<file path="src/design/lzwd_pkg.sv">
// Shared types and constants for the LZSS window decoder.
package lzwd_pkg;

	localparam int unsigned BYTE_BITS     = 8;
	localparam int unsigned LIT_TOKEN_LEN = 9;
	localparam logic [7:0]  SPACE_CHAR    = 8'h20;

	typedef struct packed {
		logic [7:0] comp_byte;
		logic       stream_start;
	} in_item_t;

	typedef struct packed {
		logic [7:0] out_byte;
		logic       byte_valid;
		logic       end_seen;
		logic       last_of_run;
	} out_item_t;

	typedef struct packed {
		logic load;
		logic shift;
		logic emit_lit;
		logic emit_end;
		logic copy_rd;
		logic copy_wr;
		logic clr_wr;
	} ctl_cmd_t;

	typedef struct packed {
		logic byte_empty;
		logic done;
		logic lit_done;
		logic match_done;
		logic pos_zero;
		logic copy_last;
		logic clr_last;
		logic out_free;
	} ctl_sts_t;

endpackage

</file>
<file path="src/design/lzwd_ctrl.sv">
// Controller state machine sequencing bit reading, emission and copies.
module lzwd_ctrl (
	input  logic               clk,
	input  logic               arst_n,
	input  logic               tok_valid,
	output logic               tok_ready,
	input  lzwd_pkg::ctl_sts_t sts,
	output lzwd_pkg::ctl_cmd_t cmd
);

	localparam logic [2:0] S_CLEAR = 3'd0;
	localparam logic [2:0] S_IDLE  = 3'd1;
	localparam logic [2:0] S_SHIFT = 3'd2;
	localparam logic [2:0] S_LIT   = 3'd3;
	localparam logic [2:0] S_END   = 3'd4;
	localparam logic [2:0] S_CRD   = 3'd5;
	localparam logic [2:0] S_CWR   = 3'd6;

	logic [2:0] state_q;
	logic [2:0] state_nx;

	always_comb begin
		state_nx  = state_q;
		cmd       = '0;
		tok_ready = 1'b0;
		unique case (state_q)
			S_CLEAR: begin
				cmd.clr_wr = 1'b1;
				if (sts.clr_last) begin
					state_nx = S_IDLE;
				end
			end
			S_IDLE: begin
				tok_ready = 1'b1;
				if (tok_valid) begin
					cmd.load = 1'b1;
					state_nx = S_SHIFT;
				end
			end
			S_SHIFT: begin
				if (sts.done || sts.byte_empty) begin
					state_nx = S_IDLE;
				end else begin
					cmd.shift = 1'b1;
					if (sts.lit_done) begin
						state_nx = S_LIT;
					end else if (sts.match_done) begin
						state_nx = sts.pos_zero ? S_END : S_CRD;
					end
				end
			end
			S_LIT: begin
				if (sts.out_free) begin
					cmd.emit_lit = 1'b1;
					state_nx     = S_SHIFT;
				end
			end
			S_END: begin
				if (sts.out_free) begin
					cmd.emit_end = 1'b1;
					state_nx     = S_IDLE;
				end
			end
			S_CRD: begin
				cmd.copy_rd = 1'b1;
				state_nx    = S_CWR;
			end
			S_CWR: begin
				if (sts.out_free) begin
					cmd.copy_wr = 1'b1;
					state_nx    = sts.copy_last ? S_SHIFT : S_CRD;
				end
			end
			default: begin
				state_nx = S_IDLE;
			end
		endcase
	end

	always_ff @(posedge clk or negedge arst_n) begin
		if (!arst_n) begin
			state_q <= S_CLEAR;
		end else begin
			state_q <= state_nx;
		end
	end

	a_ready_only_idle: assert property (@(posedge clk) disable iff (!arst_n)
		tok_ready |-> !(cmd.shift || cmd.copy_wr || cmd.emit_lit))
		else $error("input taken while a token is in progress");

	a_read_then_write: assert property (@(posedge clk) disable iff (!arst_n)
		cmd.copy_rd |=> state_q == S_CWR)
		else $error("copy read not followed by its write step");

	a_done_stops: assert property (@(posedge clk) disable iff (!arst_n)
		state_q == S_SHIFT && sts.done |-> !cmd.shift)
		else $error("bits consumed after the end marker");

endmodule

</file>
<file path="config.mk">
export PLATFORM = sky130hd
export DESIGN_NAME = lzwd_ctrl
export DESIGN_NICKNAME = d
export VERILOG_FILES = /design/src/design/lzwd_pkg.sv /design/src/design/lzwd_ctrl.sv
export SDC_FILE = /design/constraint.sdc
export NUM_CORES = 1
export LEC_CHECK = 0
export BUFFER_PORTS_ARGS = -buffer_cell sky130_fd_sc_hd__clkbuf_2
export CORE_AREA = 8 8 45 47
export CTS_CLUSTER_SIZE = 24
export DETAILED_ROUTE_END_ITERATION = 12
export DIE_AREA = 0 0 53 55
export PLACE_DENSITY = 0.49
export SLEW_MARGIN = 20
export SYNTH_ARGS = -nofsm -noshare
export SYNTH_HDL_FRONTEND = slang
export SYNTH_SLANG_ARGS = --single-unit
</file>
<file path="constraint.sdc">
create_clock -name clk -period 1.9 [get_ports clk]
set_input_delay 0.095 -clock clk [delete_from_list [all_inputs] [get_ports clk]]
set_output_delay 0.095 -clock clk [all_outputs]
set_load 0.05 [all_outputs]
</file>
; After elaboration in Yosys (flattened, before gate mapping)
; Index checks and enable logic that the tools add are counted.
[totals]
reg_bits = 3
latchBits = 0
ramBits = 0
rom_bits = 0
in_bits = 11
out_inout_bits = 8
elab_cells = 38
n_memories = 0
[classes]
addsub = 0
mul = 0
div_mod_pow = 0
order_cmp = 0
n_eq_ne = 12
shift = 0
muxes = 22
n_bitwise = 0
reduce_logical = 3
[op_table]
columns = cell, count
row1 = $mux W3, 9
row2 = $pmux W3 S7, 1
row3 = $mux W1, 12
row4 = $ne A2 B2 Y1 const B, 5
row5 = $eq A3 B3 Y1 const B, 3
row6 = $eq A3 B2 Y1 const B, 2
row7 = $reduce_and A6 Y1, 1
row8 = $ne A4 B4 Y1 const B, 1
row9 = $eq A3 B1 Y1 const B, 1
row10 = $logic_not A3 Y1, 1
row11 = $logic_or A1 B1 Y1, 1

; Longest topological paths before layout
[logic_depth]
depth_word = 5
mapped_depth = 5
depth_no_buf = 4

; Least setup slack after synthesis
; Ideal clock, no wire load.
[synth_timing]
kind = flip-flop to output port
start = register state_q[0]
end = output port cmd[3] (netlist bit)
t_arrival_ps = 2203
required_time_ps = 1805
path_slack_ps = -398
stages_incl_launch_ff = 4
path_buffers = 2
path_cell_list = dfrtp_1 > buf_6 > clkbuf_1 > nor4bb_1
[synth_lines]
columns = item, line_no
row1 = from (decl), lzwd_ctrl.sv:19  ; logic [2:0] state_q;
row2 = from (signal assigned), lzwd_ctrl.sv:84  ; state_q <= state_nx;
row3 = to (decl), lzwd_ctrl.sv:8  ; output lzwd_pkg::ctl_cmd_t cmd

==> flow_summary.yaml <==
run_status:
  outcome: "completed"
timing:
  finalMaxSlewViolations: 0
  layout_min_cycle_time_ps: 1800
  hold_violations: 0
  tightest_slew_ps: 370
  finalSetupViolCount: 0
  relSlewSlack: 0.753
  finalCritPeriodShare: 0.945
  rsz0062_at_grt: "false"
  fmax_ghz: 0.557
  fin_worst_skew_ps: 4.05
  timing.setup.tns_ps: 0
  whs_ps: 130
grt:
  grt_max_degree: 13
  antenna_found_initial: 0
  grt_overflow: 0
  grt_pass1_wl_mm: 1.75
  grt_usage: 0.0842
  grt_pass1_vias: 415
floorplanning:
  fp.dieW_um: 53
  coreArea_um2: 1380
  start_util: 0.241
  die_y_um: 55
  pin_count: 19
  fp-row-count: 14
  die_area_um2: 2920
routing:
  dr.max_layer_used: "met4"
  num_vias: 407
  dr.pass1.iters: 4
  routed-wl-met3_um: 98
  drt_iter0_markers: 8
  totalWireLength_mm: 1.07
  met1_length_um: 363
  via_per_inst: 5.15
  drc: 0
  routedWlPerCell_um: 13.6
  dr_wl_met2_um: 583
  ant_nets: 0
cells_and_area:
  final_layout_size_suffix_gt1_frac: 0.397
  largest_registers: "state_q: 3 flops"
  num-nets-final: 75
  largest_reg_flops: 3
  syn_to_final_growth_pct: 41.6
  num_antenna_cells: 0
  regMostFlops: "state_q"
  fillers: 156
place:
  dp_hpwl_um: 835
  globalplace.congestion: 0.748
  port_buffers: 18
synthesis:
  syn_nets: 53
  synth_area_um2: 334
  avgSynthCellArea_um2: 7.95
  synth_simple_gate_area_frac: 0.401
  synthMuxAreaShare: 0.0300
  ys_ff_latch: 3
  synth_top_family_by_area: "simple AND/OR/NAND/NOR gates"
  synth_xor_area_frac: 0
  yosysWarnings: 0
  synthDistinctLibCells: 28
  synthAdderAreaFrac: 0
  synth-compound-area-share: 0.240
  syn_inst: 42
  seq_area_frac_synth: 0.225
worst_setup_path:
  worstRegToRegCells: 3
  crit_fanout: 11
  crit_required_ps: 1800
  crit_type: "flip-flop to output pin"
  critPathLaunchType: "flip-flop"
  critical_path_arrival_ps: 1700
  cp-end-kind: "output pin"
  cp_cell_sequence: "or4b_1 > nor2_1 > clkbuf_2"
  crit_slowest_cell: "dfrtp_1"
  cpPeakStageDelay_ps: 520
min_path:
  holdPathStages: 3
  min_path_type: "input pin to flip-flop"
clock_tree:
  cts_tree: "done"
  root_buffer: "clkbuf_4"
  clk_pin_slew_ps: 40
  clk_latency_ps: 240
  numCtsBuffers: 3
  clkSinkCount: 3
  max-clock-path-buffers: 2
  cts.htree.levels: 1
  cts_resized: 0
job:
  cap_viol_max_count: 0
pwr:
  p_per_area_nw_per_um2: 1470
  power.leakage_nw: 0.234
  ir_worst_vdd_mv: 0.323
[cells in the mapped netlist]
cell type,number,area share
nor3_1,1,0.015
and2_1,3,0.056
o31ai_1,1,0.022
o221ai_1,1,0.026
o32a_1,1,0.030
a31oi_1,1,0.019
o21a_1,1,0.022
inv_1,1,0.011
nor2_1,4,0.045
nor2b_1,3,0.056
a32o_1,1,0.030
nand2_1,2,0.022
nor4bb_1,1,0.030
and3_1,1,0.019
or4b_1,1,0.030
nand3b_1,1,0.022
o21ai_0,2,0.030
nor3b_1,1,0.022
dfrtp_1,3,0.22
buf_2,1,0.015
a21oi_1,2,0.030
nand2b_1,2,0.037
and3b_1,1,0.026
buf_6,2,0.067
nor4_1,1,0.019
clkbuf_1,1,0.011
a221o_1,1,0.030
mux2i_1,1,0.030
[metrics by stage]
step                std cells  setup WS [ps]  power (mW)   util  cell area (µm²)
finish                     79            105       0.697  0.342              473
global route               79           14.5       0.754  0.342              473
CTS                        79           96.1       0.704  0.342              473
detailed placement         74            362       0.581  0.316              437
global placement           74            373       0.580  0.316              437
floorplan                  42           16.9       0.517      -              343
[power by group]
| group | switching (mW) | internal [mW] | total (mW) |
|---|---|---|---|
| Combinational | 0.270 | 0.156 | 0.426 |
| Clock | 0.0368 | 0.0789 | 0.116 |
| Sequential | 0.0667 | 0.0888 | 0.155 |
[critical path, delay by kind of cell (launching register included)]
kind / cells / cell delay, ps
DFF: 1 / 520
buffers and inverters: 1 / 300
and+or+nand+nor: 2 / 650
[cell usage in the layout (no fill, tap or decap), types with 2 or more instances in the layout]
cell and n:
o21ai_0 2, clkbuf_2 18, nand2_1 2, and2_1 3
clkbuf_4 3, nor2_1 3, a21oi_1 2, nor2b_1 3
buf_4 2, nand2b_1 2, dfrtp_1 3
[kinds of logic after synthesis]
| kind of cell | after synthesis |
|---|---|
| AOI/OAI and AO/OA | 11 |
| buffers and inverters | 5 |
| DFF | 3 |
| muxes | 1 |
| and+or+nand+nor | 22 |
[final timing paths]
check	from	to	slack, ps
min in group asynchronous	arst_n	state_q[2]$_DFFE_PN0P_	180
worst max register to register	state_q[0]$_DFFE_PN0P_	state_q[1]$_DFFE_PN0P_	340
worst min register to register	state_q[2]$_DFFE_PN0P_	state_q[2]$_DFFE_PN0P_	700
worst min-delay path	sts[4]	state_q[2]$_DFFE_PN0P_	130
max in group asynchronous	arst_n	state_q[1]$_DFFE_PN0P_	1600
worst max-delay path	state_q[1]$_DFFE_PN0P_	cmd[5]	100
[layout make-up]
type | count | area, µm² | share of cell area
Timing Repair Buffer | 21 | 115 | 0.243
Sequential cell | 3 | 75.1 | 0.159
Multi-Input combinational cell | 34 | 233 | 0.492
Tap cell | 16 | 20.0 | 0.0423
Inverter | 1 | 3.75 | 0.00794
Clock buffer | 4 | 26.3 | 0.0556
[metal layers]
layer	vias up	track usage
li1	195	-
met1	192	0.0761
met2	18	0.146
met3	2	0.0134
met4	0	0.103
met5	-	0
[repair_timing]
action                                 4_1_cts  5_1_grt
hold buffers                                 1        0
buffers inserted                             0        0
endpoints found under the hold margin        3        0
No activity file was read; power rests on OpenSTA's default activity.
